**src/rtl/plri_pkg.sv**
```systemverilog
`default_nettype none

package plri_pkg;

	localparam int SLOT_W = 6;

	typedef logic [1:0] reg_index_t;

	localparam reg_index_t REG_LOSS_INTERVAL    = 2'd0;
	localparam reg_index_t REG_LOSS_BURST       = 2'd1;
	localparam reg_index_t REG_REORDER_INTERVAL = 2'd2;
	localparam reg_index_t REG_REORDER_BURST    = 2'd3;

	typedef logic [1:0] cmd_kind_t;

	localparam cmd_kind_t CMD_PASS   = 2'd0;
	localparam cmd_kind_t CMD_HOLD   = 2'd1;
	localparam cmd_kind_t CMD_REPLAY = 2'd2;

	typedef struct packed {
		cmd_kind_t          kind;
		logic [SLOT_W-1:0]  slot;
		logic [15:0]        length;
		logic [31:0]        address;
		logic [15:0]        port;
		logic [31:0]        ip;
	} cmd_t;

endpackage

`default_nettype wire

```
**src/rtl/plri_queue.sv**
```systemverilog
`default_nettype none

module plri_queue import plri_pkg::*; (
	input  logic clk,
	input  logic arst_n,
	input  logic push,
	input  cmd_t push_cmd,
	output logic full,
	output logic head_valid,
	output cmd_t head_cmd,
	input  logic pop
);

	cmd_t       entry_q [2];
	logic       wr_ptr_q;
	logic       rd_ptr_q;
	logic [1:0] count_q;
	logic       do_push;
	logic       do_pop;

	assign full       = count_q == 2'd2;
	assign head_valid = count_q != 2'd0;
	assign head_cmd   = entry_q[rd_ptr_q];
	assign do_push    = push && !full;
	assign do_pop     = pop && head_valid;

	always_ff @(posedge clk) begin
		if (do_push) begin
			entry_q[wr_ptr_q] <= push_cmd;
		end
	end

	always_ff @(posedge clk or negedge arst_n) begin
		if (!arst_n) begin
			wr_ptr_q <= 1'b0;
			rd_ptr_q <= 1'b0;
			count_q  <= 2'd0;
		end else begin
			if (do_push) begin
				wr_ptr_q <= !wr_ptr_q;
			end
			if (do_pop) begin
				rd_ptr_q <= !rd_ptr_q;
			end
			if (do_push && !do_pop) begin
				count_q <= count_q + 2'd1;
			end else if (do_pop && !do_push) begin
				count_q <= count_q - 2'd1;
			end
		end
	end

endmodule

`default_nettype wire

```
**config.mk**
```make
export PLATFORM = sky130hd
export DESIGN_NAME = plri_queue
export DESIGN_NICKNAME = d
export VERILOG_FILES = /design/src/rtl/plri_pkg.sv /design/src/rtl/plri_queue.sv
export SDC_FILE = /design/constraint.sdc
export NUM_CORES = 1
export LEC_CHECK = 0
export BUFFER_PORTS_ARGS = -buffer_cell sky130_fd_sc_hd__buf_2
export CAP_MARGIN = 20
export CORE_ASPECT_RATIO = 1.4
export CORE_MARGIN = 2
export CORE_UTILIZATION = 25
export CTS_BUF_LIST = sky130_fd_sc_hd__clkbuf_8
export DETAILED_ROUTE_END_ITERATION = 8
export GPL_TIMING_DRIVEN = 0
export SYNTH_ARGS = -nofsm -noshare
export SYNTH_HDL_FRONTEND = slang
export SYNTH_SLANG_ARGS = --single-unit
```
**constraint.sdc**
```tcl
create_clock -name clk -period 9.8 [get_ports clk]
set_clock_uncertainty 0.2 [all_clocks]
set_input_delay 1.47 -clock clk [delete_from_list [all_inputs] [get_ports clk]]
set_output_delay 1.47 -clock clk [all_outputs]
set_load 0.01 [all_outputs]
```
Word-level counts from Yosys, hierarchy flattened
Memories as Yosys holds them, arrays and structs flattened.
Index checks and enable logic that the tools add are counted.
- add/sub/neg operators: 2
- eq/ne operators: 1
- reduce and logical (&&, ||, !) cells: 11
- muxes and demuxes: 4
- operator list (kind ; count):
    logical NOT 1 bit ; 5
    logical AND 1 bit ; 4
    2-to-1 mux 2 bit ; 2
    nonzero test 2 bit ; 2
    adder 2 x 1 -> 2 bit (second input constant) ; 1
    == test 2 bit (second input constant) ; 1
    2-to-1 mux 1 bit ; 2
    subtractor 2 x 1 -> 2 bit (second input constant) ; 1
- RAM bits: 208
- logic and storage cells: 22
- memories kept: 1
- bits of input ports: 108
- register bits after elaboration: 4
- memory list (name ; depth ; width ; read ports ; clocked after memory_dff ; wr ports ; RTL line ; source):
    entry_q ; 2 ; 104 ; 1 ; 0 ; 1 ; plri_queue.sv:14 ; cmd_t entry_q [2];

Longest topological paths before layout
- depth in word-level cells: 7
- gate-level depth with buffers: 7
- depth with buffers taken out: 7

Worst setup path after synthesis
No wires, ideal clock.
- kind: input port to flip-flop
- start point: input push
- end point: memory entry_q[0][0] in the netlist's numbering (enable)
- required time: 9.032 ns
- arrival: 5.886 ns
- slack: 3.146 ns
- stages on the path: 2
- library setup time: 0.568 ns
- cells stage by stage: nand2_1 nor2_1
- word-level cells in the longest chain between the ends: 3
- ends and longest elaborated chain (what ; RTL line ; source):
    start: declaration ; plri_queue.sv:6 ; input logic push,
    logical AND 1 bit ; plri_queue.sv:24 ; assign do_push = push && !full;
    2-to-1 mux 1 bit ; plri_queue.sv:28 ; if (do_push) begin
    2-to-1 mux 1 bit (not written as such) ; plri_queue.sv:29 ; entry_q[wr_ptr_q] <= push_cmd;
    end: declaration ; plri_queue.sv:14 ;
No other way between the ends.

==> impl_metrics.ini <==
[worst_hold_path]
hold_start = count_q[1]$_DFFE_PN0P_
worstHoldPathCells = 1
holdPathEnd = count_q[1]$_DFFE_PN0P_
hold_path.class = flop to flop

[logic_synthesis]
syn_area_um2 = 7954
ys_seq_area_share_pct = 79.79
syn-instance-count = 343
synth_cell_type_count = 17
syn-num-nets = 452
avgSynthCellArea_um2 = 23.19
ys_warn_count = 0
synth-seq-cells = 212

[routing]
vias = 4090
drc = 0
routed_wl_um = 16170
ant_nets = 0
wl_per_cell_um = 15.89
drtPass1Iterations = 4
first_iter_violations = 183
via_per_inst = 4.018

[cts]
clock_latency_ps = 510
cts_htree_levels = 2
cts_setup_buffers = 0
hold_buffers = 0
clock_path_buffers = 3
cts_resized = 0
cts-root-buf = clkbuf_8
clk_pin_slew_ps = 60
cts_made_buffers = 35
cts_sinks = 212
cts_tree = done

[global_routing]
antenna_found_initial = 3
grt-busiest-layer = met2
grt_use_met3_pct = 3.610
grt_pass1_wl_um = 24090
met1_usage_pct = 9.398
grt_pass1_vias = 4389
grt_max_degree = 56
grt_usage_pct = 9.599
grt_overflow = 0
grt.met2_usage_pct = 17.50

[timing]
tns_ps = 0
fmax_mhz = 286.9
slew_violations = 0
slew_headroom_pct = 47.34
setup_viol = 0
post-route-period-util_pct = 35.56
hold_violations = 0
fin_crit_ps = 3485
grt_setup_unrepaired = false
hold_slack_ps = 300.6
worst_slew_pin_slew_ps = 789.8

[final_layout]
final_nets = 707
final_cell_mix = buf_2 (218), edfxtp_1 (208), mux2_2 (54), mux2_4 (50), clkbuf_8 (38)
areaGrowthSynthToFinish_pct = 28.98
drive_gt1_share_pct = 61.51
mostFrequentLayoutCell = buf_2
fin_area_um2 = 10260

[worst_setup_path]
rrSetupSlack_ps = 7600
worstReg2RegStart = count_q[0]$_DFFE_PN0P_
crit_arrival_ps = 1820
ff2ff_path_depth = 3
crit_required_ps = 8130
crit_type = flop to primary output
cp-start-kind = flop
r2r_end = entry_q[1][100]$_DFFE_PP_
worst-path-buf-inv = 4
critPathCaptureType = primary output
slowest_delay_ps = 340
cp_top_family = buffers and inverters
crit_start = rd_ptr_q$_DFFE_PN0P_
crit_chain = buf_6 > buf_8 > buf_12 > mux2_4 > buf_2
worst-path-max-fanout = 10
critPathSlowestCell = dfrtp_1

[power]
internal-power_mw = 2.097
vdd_ir_drop_max_uv = 156.5
pwr-share-comb_pct = 33.8
p_leak_nw = 3.981
switching_power_mw = 0.8952
clockPowerShare_pct = 23.3
p_seq_share_pct = 42.9
switching_share_pct = 29.92
powerDensity_nw_per_um2 = 291.6

[floorplanning]
rows = 77
num_io_pins = 214
core_area_um2 = 31500
die_area_um2 = 33280
fp.dieW_um = 154.8
die_h_um = 215.1
start_util_pct = 25.25

[placement]
dp_hpwl_um = 10880
gp_congestion = 0.6869
dpl_cell_area_um2 = 9634
portBuffers = 213

[status]
status = completed

[flow_run]
cap_violations = 0
## cells by family after synthesis
group                    share of synthesized area [%]
flip-flops                                       79.79
AND/OR/NAND/NOR                                 0.4249
multiplexers                                     17.08
buffers and inverters                            1.998
adder cells (fa/ha/maj)                         0.1573
XOR/XNOR                                        0.5507
## flip-flops by register name, summed over array words and instances, names as in the netlist
signal,count
entry_q,208
count_q,2
rd_ptr_q,1
wr_ptr_q,1
## per-stage QoR
step	setup WS [ps]	power (mW)	instances	util (%)
after global routing	6176	3.163	1018	32.56
final	6315	2.992	1018	32.56
after detailed placement	6544	2.350	956	30.58
after CTS	6209	3.069	1016	32.55
after global placement	15.24	2.353	951	30.20
after floorplan	3146	1.977	343	-
## power by group through the flow
| stage | logic, mW | registers (mW) | clock network [mW] |
|---|---|---|---|
| 5_1_grt | 1.10 | 1.30 | 0.765 |
| 3_3_place_gp | 1.00 | 1.35 | 0 |
| 2_1_floorplan | 0.657 | 1.32 | 0 |
| 3_5_place_dp | 1.05 | 1.30 | 0 |
| 6_report | 1.01 | 1.28 | 0.696 |
| 4_1_cts | 1.05 | 1.29 | 0.733 |
## layout make-up
| class | count | area, µm² |
|---|---|---|
| inverter | 2 | 7.507 |
| sequential | 212 | 6346 |
| buffer | 12 | 151.4 |
| clock buffer | 38 | 523.0 |
| antenna | 2 | 5.005 |
| clock inverter | 22 | 96.34 |
| fill | 3071 | 21250 |
| tap | 395 | 494.2 |
| multi-input combinational | 117 | 1461 |
| timing repair buffer | 218 | 1174 |
## worst max path at each step
stage	endpoint	cells past startpoint
floorplan	entry_q[0][0]$_DFFE_PP_	2
global placement	entry_q[0][78]$_DFFE_PP_	3
detailed placement	entry_q[1][98]$_DFFE_PP_	3
CTS	head_cmd[76]	5
global route	head_cmd[25]	4
finish	head_cmd[76]	5
## synth_stat cells, drive strengths merged
| master | number | area [µm²] |
|---|---|---|
| nand2b | 1 | 6.260 |
| xor2 | 2 | 17.52 |
| ha | 1 | 12.51 |
| buf | 12 | 151.4 |
| xnor2 | 3 | 26.28 |
| inv | 2 | 7.510 |
| and3 | 1 | 6.260 |
| or2 | 1 | 6.260 |
| mux2 | 104 | 1359 |
| nand2 | 2 | 7.510 |
| nor2 | 2 | 7.510 |
| edfxtp | 208 | 6246 |
| dfrtp | 4 | 100.1 |
## layer usage
| layer | wire length (µm) | part of all wire [%] |
|---|---|---|
| met3 | 1165 | 7.2 |
| met4 | 562 | 3.5 |
| met2 | 8647 | 53 |
| met5 | 13 | 0.080 |
| met1 | 5784 | 36 |
Power figures use the tool's default switching activity.
