`src/rtl/plri_pkg.sv`:
```
`default_nettype none

package plri_pkg;

	localparam int SLOT_W = 6;

	typedef logic [1:0] reg_index_t;

	localparam reg_index_t REG_LOSS_INTERVAL    = 2'd0;
	localparam reg_index_t REG_LOSS_BURST       = 2'd1;
	localparam reg_index_t REG_REORDER_INTERVAL = 2'd2;
	localparam reg_index_t REG_REORDER_BURST    = 2'd3;

	typedef logic [1:0] cmd_kind_t;

	localparam cmd_kind_t CMD_PASS   = 2'd0;
	localparam cmd_kind_t CMD_HOLD   = 2'd1;
	localparam cmd_kind_t CMD_REPLAY = 2'd2;

	typedef struct packed {
		cmd_kind_t          kind;
		logic [SLOT_W-1:0]  slot;
		logic [15:0]        length;
		logic [31:0]        address;
		logic [15:0]        port;
		logic [31:0]        ip;
	} cmd_t;

endpackage

`default_nettype wire

```
`src/rtl/plri_ifs.sv`:
```
`default_nettype none

interface plri_cfg_if;
	logic        valid;
	logic        ready;
	logic [1:0]  index;
	logic [31:0] data;

	modport source (output valid, output index, output data, input ready);
	modport sink (input valid, input index, input data, output ready);
endinterface

interface plri_in_if;
	logic        valid;
	logic        ready;
	logic [31:0] payload_address;
	logic [15:0] payload_length;
	logic [31:0] dest_ip;
	logic [15:0] dest_port;

	modport source (output valid, output payload_address, output payload_length,
		output dest_ip, output dest_port, input ready);
	modport sink (input valid, input payload_address, input payload_length,
		input dest_ip, input dest_port, output ready);
endinterface


`default_nettype wire

```
`src/rtl/plri_front.sv`:
```
`default_nettype none

module plri_front import plri_pkg::*; #(
	parameter int QUEUE_DEPTH = 64
) (
	input  logic        clk,
	input  logic        arst_n,
	plri_cfg_if.sink    cfg,
	plri_in_if.sink     ingress,
	output logic        push,
	output cmd_t        push_cmd,
	input  logic        full
);

	localparam int FILL_W = $clog2(QUEUE_DEPTH + 1);
	localparam int ADDR_W = (QUEUE_DEPTH > 1) ? $clog2(QUEUE_DEPTH) : 1;

	logic [31:0]       loss_interval_q;
	logic [31:0]       loss_burst_q;
	logic [31:0]       reorder_interval_q;
	logic [6:0]        reorder_burst_q;
	logic [31:0]       loss_count_q;
	logic [31:0]       loss_dropped_q;
	logic [31:0]       reorder_count_q;
	logic [FILL_W-1:0] fill_q;

	logic              accept;
	logic [31:0]       loss_dec;
	logic              loss_hit;
	logic [31:0]       loss_eff;
	logic [31:0]       dropped_nx;
	logic              loss_end;
	logic [31:0]       reo_dec;
	logic              reo_hit;
	logic [7:0]        reo_eff;
	logic [ADDR_W-1:0] slot;
	logic [7:0]        fill_nx;
	logic              reo_end;

	assign ingress.ready = !full;
	assign cfg.ready     = 1'b1;
	assign accept        = ingress.valid && !full;

	always_comb begin
		loss_dec   = (loss_count_q != 32'd0) ? loss_count_q - 32'd1 : 32'd0;
		loss_hit   = (loss_interval_q != 32'd0) && (loss_dec == 32'd0);
		loss_eff   = (loss_burst_q != 32'd0) ? loss_burst_q : 32'd1;
		dropped_nx = loss_dropped_q + 32'd1;
		loss_end   = dropped_nx >= loss_eff;

		reo_dec = (reorder_count_q != 32'd0) ? reorder_count_q - 32'd1 : 32'd0;
		reo_hit = !loss_hit && (reorder_interval_q != 32'd0) && (reo_dec == 32'd0);
		reo_eff = {1'b0, reorder_burst_q};
		if (reo_eff == 8'd0) begin
			reo_eff = 8'd1;
		end
		if (reo_eff > 8'(QUEUE_DEPTH)) begin
			reo_eff = 8'(QUEUE_DEPTH);
		end
		if (fill_q >= FILL_W'(QUEUE_DEPTH)) begin
			slot = ADDR_W'(QUEUE_DEPTH - 1);
		end else begin
			slot = fill_q[ADDR_W-1:0];
		end
		fill_nx = 8'(slot) + 8'd1;
		reo_end = fill_nx >= reo_eff;
	end

	always_comb begin
		push             = accept && !loss_hit;
		push_cmd.kind    = reo_hit ? (reo_end ? CMD_REPLAY : CMD_HOLD) : CMD_PASS;
		push_cmd.slot    = SLOT_W'(slot);
		push_cmd.length  = ingress.payload_length;
		push_cmd.address = ingress.payload_address;
		push_cmd.port    = ingress.dest_port;
		push_cmd.ip      = ingress.dest_ip;
	end

	always_ff @(posedge clk or negedge arst_n) begin
		if (!arst_n) begin
			loss_interval_q    <= '0;
			loss_burst_q       <= '0;
			reorder_interval_q <= '0;
			reorder_burst_q    <= '0;
			loss_count_q       <= '0;
			loss_dropped_q     <= '0;
			reorder_count_q    <= '0;
			fill_q             <= '0;
		end else begin
			if (accept) begin
				if (loss_interval_q != 32'd0) begin
					if (loss_hit && loss_end) begin
						loss_count_q   <= loss_interval_q;
						loss_dropped_q <= '0;
					end else if (loss_hit) begin
						loss_count_q   <= loss_dec;
						loss_dropped_q <= dropped_nx;
					end else begin
						loss_count_q <= loss_dec;
					end
				end
				if (!loss_hit && reorder_interval_q != 32'd0) begin
					if (reo_hit && reo_end) begin
						reorder_count_q <= reorder_interval_q;
						fill_q          <= '0;
					end else if (reo_hit) begin
						reorder_count_q <= reo_dec;
						fill_q          <= FILL_W'(fill_nx);
					end else begin
						reorder_count_q <= reo_dec;
					end
				end
			end
			if (cfg.valid) begin
				unique case (cfg.index)
					REG_LOSS_INTERVAL: begin
						loss_interval_q <= cfg.data;
						loss_count_q    <= cfg.data;
						loss_dropped_q  <= '0;
					end
					REG_LOSS_BURST: begin
						loss_burst_q <= cfg.data;
					end
					REG_REORDER_INTERVAL: begin
						reorder_interval_q <= cfg.data;
						reorder_count_q    <= cfg.data;
					end
					REG_REORDER_BURST: begin
						reorder_burst_q <= cfg.data[6:0];
					end
					default: begin
					end
				endcase
			end
		end
	end

endmodule

`default_nettype wire

```
`src/flat_wrapper.sv`:
```
// flat-port wrapper written by rule: the top's interface ports become plain ports
module plri_front_flat import plri_pkg::*;
#(
	parameter int QUEUE_DEPTH = 64
)
  (clk, arst_n, push, push_cmd, full, cfg_valid, cfg_index, cfg_data, cfg_ready, ingress_valid, ingress_payload_address, ingress_payload_length, ingress_dest_ip, ingress_dest_port, ingress_ready);
  plri_cfg_if cfg_i ();
  plri_in_if ingress_i ();
  input  logic clk;
  input  logic arst_n;
  output logic push;
  output cmd_t push_cmd;
  input  logic full;
  input wire logic [$bits(cfg_i.valid)-1:0] cfg_valid;
  input wire logic [$bits(cfg_i.index)-1:0] cfg_index;
  input wire logic [$bits(cfg_i.data)-1:0] cfg_data;
  output wire logic [$bits(cfg_i.ready)-1:0] cfg_ready;
  input wire logic [$bits(ingress_i.valid)-1:0] ingress_valid;
  input wire logic [$bits(ingress_i.payload_address)-1:0] ingress_payload_address;
  input wire logic [$bits(ingress_i.payload_length)-1:0] ingress_payload_length;
  input wire logic [$bits(ingress_i.dest_ip)-1:0] ingress_dest_ip;
  input wire logic [$bits(ingress_i.dest_port)-1:0] ingress_dest_port;
  output wire logic [$bits(ingress_i.ready)-1:0] ingress_ready;
  assign cfg_i.valid = cfg_valid;
  assign cfg_i.index = cfg_index;
  assign cfg_i.data = cfg_data;
  assign cfg_ready = cfg_i.ready;
  assign ingress_i.valid = ingress_valid;
  assign ingress_i.payload_address = ingress_payload_address;
  assign ingress_i.payload_length = ingress_payload_length;
  assign ingress_i.dest_ip = ingress_dest_ip;
  assign ingress_i.dest_port = ingress_dest_port;
  assign ingress_ready = ingress_i.ready;
  plri_front #(.QUEUE_DEPTH(QUEUE_DEPTH)) u_core (.clk(clk), .arst_n(arst_n), .cfg(cfg_i), .ingress(ingress_i), .push(push), .push_cmd(push_cmd), .full(full));
endmodule
```
`config.mk`:
```
export PLATFORM = sky130hd
export DESIGN_NAME = plri_front_flat
export DESIGN_NICKNAME = d
export VERILOG_FILES = /design/src/rtl/plri_pkg.sv /design/src/rtl/plri_ifs.sv /design/src/rtl/plri_front.sv /design/src/flat_wrapper.sv
export SDC_FILE = /design/constraint.sdc
export NUM_CORES = 1
export LEC_CHECK = 0
export BUFFER_PORTS_ARGS = -buffer_cell sky130_fd_sc_hd__buf_2
export CAP_MARGIN = 10
export CORE_ASPECT_RATIO = 0.75
export CORE_MARGIN = 2
export CORE_UTILIZATION = 52
export DETAILED_ROUTE_END_ITERATION = 7
export PLACE_DENSITY_LB_ADDON = 0.05
export REMOVE_ABC_BUFFERS = 1
export SYNTH_ARGS = -nofsm -noshare
export SYNTH_HDL_FRONTEND = slang
export SYNTH_SLANG_ARGS = --single-unit
export TNS_END_PERCENT = 10
```
`constraint.sdc`:
```
create_clock -name clk -period 4.6 [get_ports clk]
set_input_delay 1.15 -clock clk [delete_from_list [all_inputs] [get_ports clk]]
set_output_delay 1.15 -clock clk [all_outputs]
set_load 0.005 [all_outputs]
```
# Yosys cells after proc, flatten, opt, wreduce, memory -nomap -nowiden
# Index checks and enable logic that the tools add are counted.
# W data, S select, Z words.
dict set report op_classes {
  addsub 4
  n_lt_le_gt_ge 4
  eq_ne 3
  mux 26
  n_reduce_logical 24
}
# op count
set ops {}
lappend ops {{$mux W32} 19}
lappend ops {{$reduce_bool A32 Y1} 5}
lappend ops {{$logic_not A32 Y1} 2}
lappend ops {{$sub A32 B1 Y32 const B} 2}
lappend ops {{$add A32 B1 Y32 const B} 1}
lappend ops {{$ge A32 B32 Y1} 1}
lappend ops {{$mux W7} 3}
lappend ops {{$ge A8 B8 Y1} 1}
lappend ops {{$mux W8} 1}
lappend ops {{$reduce_and A2 Y1} 4}
lappend ops {{$add A6 B1 Y7 const B} 1}
lappend ops {{$ge A7 B7 Y1 const B} 1}
lappend ops {{$gt A7 B7 Y1 const B} 1}
lappend ops {{$logic_and A1 B1 Y1} 7}
lappend ops {{$logic_not A7 Y1} 1}
lappend ops {{$mux W6} 1}
lappend ops {{$eq A2 B2 Y1 const B} 2}
lappend ops {{$mux W2} 2}
lappend ops {{$reduce_and A3 Y1} 1}
lappend ops {{$eq A2 B1 Y1 const B} 1}
lappend ops {{$logic_not A1 Y1} 2}
lappend ops {{$logic_not A2 Y1} 1}
lappend ops {{$reduce_bool A2 Y1} 1}
dict set report word_totals {
  register_bits 206
  inputBits 135
  output_inout_bits 107
  wordCells 69
}

# Longest topological paths before layout
# Gate-level depths: netlist of the first run.
dict set report logic_depth {
  depth_word 13
  depth_mapped 22
  depth_no_buf 19
}

# Worst setup path before layout of the first run
# No wires, ideal clock.
dict set report synth_timing {
  path_kind {reg-to-output}
  start {reg u_core.reorder_count_q[0]}
  end {out push_cmd[103] in the netlist's numbering}
  arrival_time_ps 3328
  t_required_ps 3450
  path_slack_ps 122
  path_stages_with_launch 13
  n_path_buf 2
  cell_sequence {dfrtp_1 -> inv_1 -> ha_1 -> nor3b_2 -> nand3_1 -> o31a_1 -> or4b_1 -> nor4_1 -> nand4_1 -> o31ai_1 -> nor3b_1 -> buf_2 -> buf_6}
}
# element line
set synth_lines {}
lappend synth_lines {{start, declared} plri_front.sv:24} ;# logic [31:0] reorder_count_q;
lappend synth_lines {{start signal, assigned} plri_front.sv:104} ;# reorder_count_q <= reorder_interval_q;
lappend synth_lines {{start signal, assigned} plri_front.sv:107} ;# reorder_count_q <= reo_dec;
lappend synth_lines {{start signal, assigned} plri_front.sv:110} ;# reorder_count_q <= reo_dec;
lappend synth_lines {{end, declared} flat_wrapper.sv:12} ;# output cmd_t push_cmd;

==> results.md, run 1 <==
- Die area: 26900 sq um
- Dpl hpwl: 36200 um
- CP top delay family: simple AND/OR/NAND/NOR gates
- DR DRC count: 0
- # port buffers: 48
- Fin Clk Skew: 0.0117 ns
- Worst Path Buf+Inv: 5
- Critical Path RT: 3.45 ns
- Die Height: 143 um
- Leak pwr: 6.67 nW
- Setup violations, final: 3
- Post-synthesis cell area: 13300 sq um
- Maximum clock frequency: 211 MHz
- Slew Limit Fails: 0
- Routed vias: 12500
- Synth warn: 0
- Final Hold Viols: 0
- CTS sink count: 206
- Cell chain of the critical path: inv_1, ha_2, nor3b_4, buf_4, nand4_1, buf_4, or4_4, nand2_4, nor3b_2, a41oi_2, o22ai_2, nor3b_2, buf_4, buf_6
- Die Wd: 189 um
- Most frequent cell on the critical path: buf_4
- Initial core utilization: 0.532
- First-pass GRT wire length: 76000 um
- Final period util: 1.03
- Core area: 25000 sq um
- # H-tree levels: 1
- Failing checks: negative setup slack
- Reg-to-reg startpoint: u_core.loss_dropped_q[0]
- Largest net degree at the start of global routing: 96
- Top post-synthesis cells by area: dfrtp_1 39%, nand2_1 7.5%, buf_4 5.5%, o21ai_0 5.1%, ha_1 4.0%
- Synth Area in Compound Gates: 0.164
- Max-Cap Viols: 0
- Largest family of logic cells by synthesized area: simple AND/OR/NAND/NOR gates
- Post-Synth Simple-Gate Area: 0.235
- Area Overhead vs Synth: 13.4%
- Top_reg_cell synth: dfrtp_1
- GP Congestion: 0.946
- Startpoint Class: flop
- Max incr delay on CP: 0.44 ns
- IO Pins: 242
- Avg Cell Area, Syn: 8.46 sq um
- Commonest non-fill, non-tap cell in the layout: nand2_1
- Register bit count reported by yosys: 206
- Crit-path max FO: 4
- Initial antenna violation count: 0
- Setup TNS: -0.284 ns
- Critical Path Slowest Stage Cell: or4_4
- Max VDD drop: 0.000251 V
- GRT Total Usage: 0.383
- Wirelength per Cell: 27.0 um
- Slew margin rel.: 0.393
- CP Class: reg2out
- Most frequent cells in the layout: 262 x nand2_1, 202 x dfrtp_1, 131 x o21ai_0
- Num rows: 50
- CP endpoint kind: output port
- Vias in the first global route: 11100
- Hold_sp: u_core.fill_q[1]
- Syn Inst Count: 1572
- Global route overflow: 0
- CP Data Arrival Time: 3.60 ns
- Asr flop ratio synth: 1.00
- ANT nets after route: 0
- DR pass1 iterations: 8
- Worst Setup SP: u_core.loss_count_q[1]
- Reg clk slew, reported paths: 0.06 ns
- Layout Utilization: 0.603
- RSZ-0062 raised after global routing: true
- Num CTS Buffers: 22
- ANT cells: 0
- Post-Route WL: 52200 um
- Yosys top cell by area: dfrtp_1
- Yosys cell types: 75
- Clock latency on the worst-skew pair: 0.52 ns
- Status: finished, violations left
- Pwr Density: 372 nW/um^2
- Xor and xnor fraction of the mapped netlist area: 0.0454
- CTS root buf: clkbuf_16
- Avg Vias per Cell: 6.48
- CTS tree: built
- EDFF count, synth: 0
- Worst-margin pin slew: 0.911 ns
- Fin crit period: 4.75 ns
- Worst Hold Class: reg2reg
- # nets final: 1762
- Synth top area share: 0.388
- Layout cells sized above 1: 0.209
- DRT iter0 DRCs: 1428
- Sequential share of the synthesized area: 0.388
- Mux contribution to synthesized area: 0.0353
- Post-synthesis adder-cell area fraction: 0.0405
- Final worst slack: -0.150 ns
- Clock Path Buffers: 3
[cells in the mapped netlist (all sizes together) (7+ instances only)]
library cell,count
a211oi,18
a21o,10
a21oi,106
a221oi,20
and2,8
and3,13
buf,111
clkbuf,65
dfrtp,206
ha,43
inv,45
mux2,39
nand2,266
nand2b,12
nand3,33
nand3b,11
nand4,21
nor2,93
nor2b,9
nor3,28
nor3b,18
nor4,58
o21a,12
o21ai,137
o21bai,7
o31ai,9
or2,10
or3,21
xnor2,41
xor2,28
[registers in the layout, summed over array words and instances, names as in the netlist]
signal,count
u_core.loss_burst_q,32
u_core.loss_count_q,32
u_core.loss_dropped_q,32
u_core.loss_interval_q,32
u_core.reorder_count_q,32
u_core.reorder_interval_q,32
u_core.fill_q,7
u_core.reorder_burst_q,7
[final timing paths]
kind,slack (ns),depth (start not counted),endpoint
worst max-delay path,-0.15,14,push_cmd[103]
worst min-delay path,0.47,2,u_core.fill_q[1]
worst max register to register,0.10,20,u_core.loss_dropped_q[6]
worst min register to register,0.47,2,u_core.fill_q[1]
max in group asynchronous,2.92,2,u_core.reorder_count_q[23]
min in group asynchronous,0.74,1,u_core.loss_dropped_q[7]
[power by group]
group	switching, W	internal [W]
clock network	0.000774	0.00118
registers	0.000370	0.00208
logic	0.000652	0.000555
total	0.00180	0.00381
[metrics by stage]
| step | setup slack [ns] | instances | power [W] | area [sq um] | hold slack, ns |
|---|---|---|---|---|---|
| floorplan | -1.41 | 1396 | 0.00300 | 12200 | 0.440 |
| detailed placement | -0.0675 | 1844 | 0.00342 | 13400 | 0.461 |
| global placement | 0.0552 | 1844 | 0.00340 | 13400 | 0.455 |
| global route | -0.245 | 1937 | 0.00586 | 15100 | 0.483 |
| CTS | -0.124 | 1925 | 0.00550 | 14700 | 0.474 |
| finish | -0.150 | 1937 | 0.00561 | 15100 | 0.471 |
[metal layers]
layer | global-route usage | up-vias | routed length [um]
li1 | - | 5504 | -
met3 | 0.219 | 146 | 8370
met2 | 0.481 | 785 | 19200
met1 | 0.542 | 6100 | 22500
met5 | 0.134 | - | 517
met4 | 0.0884 | 14 | 1630
[worst register-to-register path: cells and delay by family, from the launching register on]
family / cells / cell delay (ns)
DFF: 1 / 0.42
and+or+nand+nor: 10 / 2.09
adders and majority gates: 1 / 0.28
AOI/OAI and AO/OA: 7 / 1.16
buffers and inverters: 1 / 0.23
xor gates and xnor gates: 1 / 0.23
[cell families after synthesis]
logic type | Yosys count
XOR/XNOR | 69
other | 1
multiplexers | 42
AND/OR/NAND/NOR | 627
buffers and inverters | 221
flip-flops | 206
adder cells (fa/ha/maj) | 43
AO/OA/AOI/OAI | 363
[timing repair]
action / CTS / global route
hold buffers: 0 / 0
setup endpoints to repair: 24 / 63
buffers inserted: 42 / 19
pin swaps: 21 / 26
gates resized for setup: 40 / 61
[cell type report]
| type | instances | area [sq um] |
|---|---|---|
| fillers | 2249 | 9950 |
| multi-input cells | 1145 | 7360 |
| flip-flops and latches | 206 | 5160 |
| repair buffers | 164 | 1180 |
| clock buffers | 32 | 669 |
| well taps | 338 | 423 |
| inverters | 45 | 169 |
| clock inverters | 7 | 113 |
(Power assumes the default switching activity.)
==> run 2: changes to the inputs <==
ABC_AREA = 1   (was default)
==> run 2 against run 1 <==
  * The run ends with design-rule violations left
  * Critical path depth increased by 2
  * Setup slack better by 0.38 ns
  * Critical endpoint is now push_cmd[102]
  * Sequential share of layout area down 0.64 points
  * Largest power group unchanged
==> results.md, run 2 <==
- Reg clk slew, reported paths: 0.06 ns
- Cell chain of the critical path: inv_1, ha_2, nand2_2, nor2_4, nand2_2, inv_2, nand2_4, o21ai_0, nand3_1, nor2_1, nand3_1, nor2_4, nor2_2, inv_1, nor3_1, buf_2
- Avg Vias per Cell: 5.92
- Asr flop ratio synth: 1.00
- GP Congestion: 0.957
- Num CTS Buffers: 24
- Crit-path max FO: 24
- Post-CTS Hold Buffers: 0
- Sequential share of the synthesized area: 0.352
- Max VDD drop: 0.000247 V
- Top post-synthesis cells by area: dfrtp_1 35%, nand2_1 16%, nor2_1 6.0%, inv_1 5.9%, o21ai_0 5.4%
- Worst Path Buf+Inv: 4
- Area Overhead vs Synth: 4.98%
- Layout Utilization: 0.551
- Max incr delay on CP: 0.35 ns
- Hold Crit Depth: 2
- Commonest non-fill, non-tap cell in the layout: nand2_1
- IO Pins: 242
- ANT nets after route: 0
- Yosys top cell by area: dfrtp_1
- Vias in the first global route: 13100
- DRT iter0 DRCs: 1687
- R2r setup slk: 0.35 ns
- Clock latency on the worst-skew pair: 0.54 ns
- Post-Route WL: 56300 um
- CP endpoint kind: output port
- Synth warn: 0
- EDFF count, synth: 0
- Max-Cap Viols: 0
- Most frequent cells in the layout: 633 x nand2_1, 226 x inv_1, 226 x nor2_1
- Commonest cells in the netlist: 636 x nand2_1, 232 x nor2_1, 228 x inv_1
- Syn Inst Count: 2145
- CP Class: reg2out
- Pwr Density: 414 nW/um^2
- Die Height: 149 um
- CTS root buf: clkbuf_16
- # H-tree levels: 1
- Worst Hold Class: reg2reg
- Fin crit period: 4.37 ns
- Sequential share of power: 0.385
- Leak pwr: 7.94 nW
- Initial core utilization: 0.525
- DR pass1 iterations: 8
- ANT cells: 0
- Routed vias: 14500
- Slew margin rel.: 0.364
- Final period util: 0.951
- Num rows: 53
- Setup TNS: 0 ns
- First-pass GRT wire length: 84000 um
- CP top delay family: simple AND/OR/NAND/NOR gates
- Failing checks: design-rule violations
- Post-synthesis cell area: 14600 sq um
- Die area: 29500 sq um
- # nets final: 2252
- Global route overflow: 0
- DR DRC count: 1
- # port buffers: 48
- Top_reg_cell synth: dfrtp_1
- Worst-margin pin slew: 0.952 ns
- RSZ-0062 raised after global routing: true
- Reg-to-reg startpoint: u_core.loss_dropped_q[9]
- Critical Path Slowest Stage Cell: dfrtp_1
- Yosys cell types: 49
- CP Data Arrival Time: 3.22 ns
- Count leader, synth: nand2_1
- Clock Path Buffers: 3
- Startpoint Class: flop
- Fin Clk Skew: 0.0195 ns
- Maximum clock frequency: 229 MHz
- Sw Share: 0.382
- Worst-case reg-to-reg path depth: 21
- Wirelength per Cell: 23.0 um
- Slew Limit Fails: 0
- R2r endpoint: u_core.loss_count_q[5]
- Dpl hpwl: 41000 um
- Clock power frac: 0.313
- Die Wd: 198 um
- Setup violations, final: 0
- Largest net degree at the start of global routing: 85
- Hold_sp: u_core.fill_q[1]
- Worst hold path endpoint: u_core.fill_q[1]
- Synth top area share: 0.352
- Critical Path RT: 3.45 ns
- CTS sink count: 206
- Layout cells sized above 1: 0.0905
- Comb pwr share: 0.302
- Register bit count reported by yosys: 206
- GRT Total Usage: 0.385
- Pint: 0.00393 W
- Psw: 0.00243 W
- Status: finished, violations left
- Avg Cell Area, Syn: 6.82 sq um
- Final Hold Viols: 0
- WP depth: 16
- CTS tree: built
- Core area: 27900 sq um
- Initial antenna violation count: 0
run 2: changes by cell type after synthesis, sizes merged, moves of 20 or more:
| cell | before | now |
|---|---|---|
| clkbuf | 65 | 42 |
| xnor2 | 41 | 10 |
| nand3 | 33 | 129 |
| a221oi | 20 | 0 |
| nand2 | 266 | 642 |
| nand4 | 21 | 66 |
| o21ai | 137 | 161 |
| nor4 | 58 | 19 |
| mux2 | 39 | 0 |
| inv | 45 | 235 |
| or3 | 21 | 1 |
| nor2 | 93 | 246 |
run 2: power groups by stage:
stage / combinational (W) / clock [W] / sequential (W)
detailed placement: 0.00186 / 0 / 0.00245
global placement: 0.00183 / 0 / 0.00246
finish: 0.00192 / 0.00199 / 0.00245
global route: 0.00219 / 0.00207 / 0.00248
CTS: 0.00187 / 0.00200 / 0.00243
floorplan: 0.00137 / 0 / 0.00236
run 2: area by class of cell:
| type | instances | area [sq um] |
|---|---|---|
| Clock buffer | 34 | 698 |
| Tap cell | 357 | 447 |
| Multi-Input combinational cell | 1530 | 7580 |
| Fill cell | 2790 | 12500 |
| Inverter | 238 | 900 |
| Clock inverter | 7 | 105 |
| Timing Repair Buffer | 74 | 469 |
| Sequential cell | 206 | 5150 |
run 2: tightest hold or removal path, cell delays in order (launching register included):
cell     delay [ns]
dfrtp_1        0.33
nand2_1        0.05
o21ai_0        0.06
run 2: cell families after synthesis:
logic type,share of synthesized area
adders and majority gates,0.0368
buffers and inverters,0.136
other,0.000256
xor gates and xnor gates,0.0228
DFF,0.352
and+or+nand+nor,0.330
AOI/OAI and AO/OA,0.122
run 2: stage by stage:
stage / std cells / hold WS (ns) / worst slack, ns / area (sq um) / total power, W
2_1_floorplan: 1974 / 0.445 / 0.176 / 13500 / 0.00372
3_3_place_gp: 2402 / 0.467 / 0.128 / 14400 / 0.00428
3_5_place_dp: 2402 / 0.471 / -0.0176 / 14400 / 0.00431
4_1_cts: 2443 / 0.488 / -0.0214 / 15200 / 0.00630
5_1_grt: 2446 / 0.518 / -0.00749 / 15400 / 0.00675
6_report: 2446 / 0.481 / 0.227 / 15400 / 0.00636
run 2: worst max-delay path by stage:
stage	start	endpoint	slack [ns]
global route	u_core.reorder_count_q[0]	push_cmd[102]	-0.007
floorplan	u_core.loss_dropped_q[0]	u_core.loss_count_q[5]	0.18
finish	u_core.loss_count_q[0]	push_cmd[102]	0.23
detailed placement	u_core.loss_dropped_q[0]	u_core.loss_count_q[6]	-0.02
CTS	u_core.loss_dropped_q[0]	u_core.loss_count_q[23]	-0.02
global placement	u_core.loss_dropped_q[0]	u_core.loss_count_q[6]	0.13
run 2: metal layers:
metal,global-route usage,share of wire
met5,0.167,0.010
met4,0.0970,0.029
met3,0.213,0.16
met2,0.496,0.37
met1,0.534,0.43
run 2: repair_timing:
| action | CTS | global route |
|---|---|---|
| gates resized for setup | 2 | 25 |
| pin swaps | 0 | 8 |
| setup endpoints to repair | 4 | 66 |
| gates cloned | 0 | 0 |
| setup buffers | 0 | 3 |
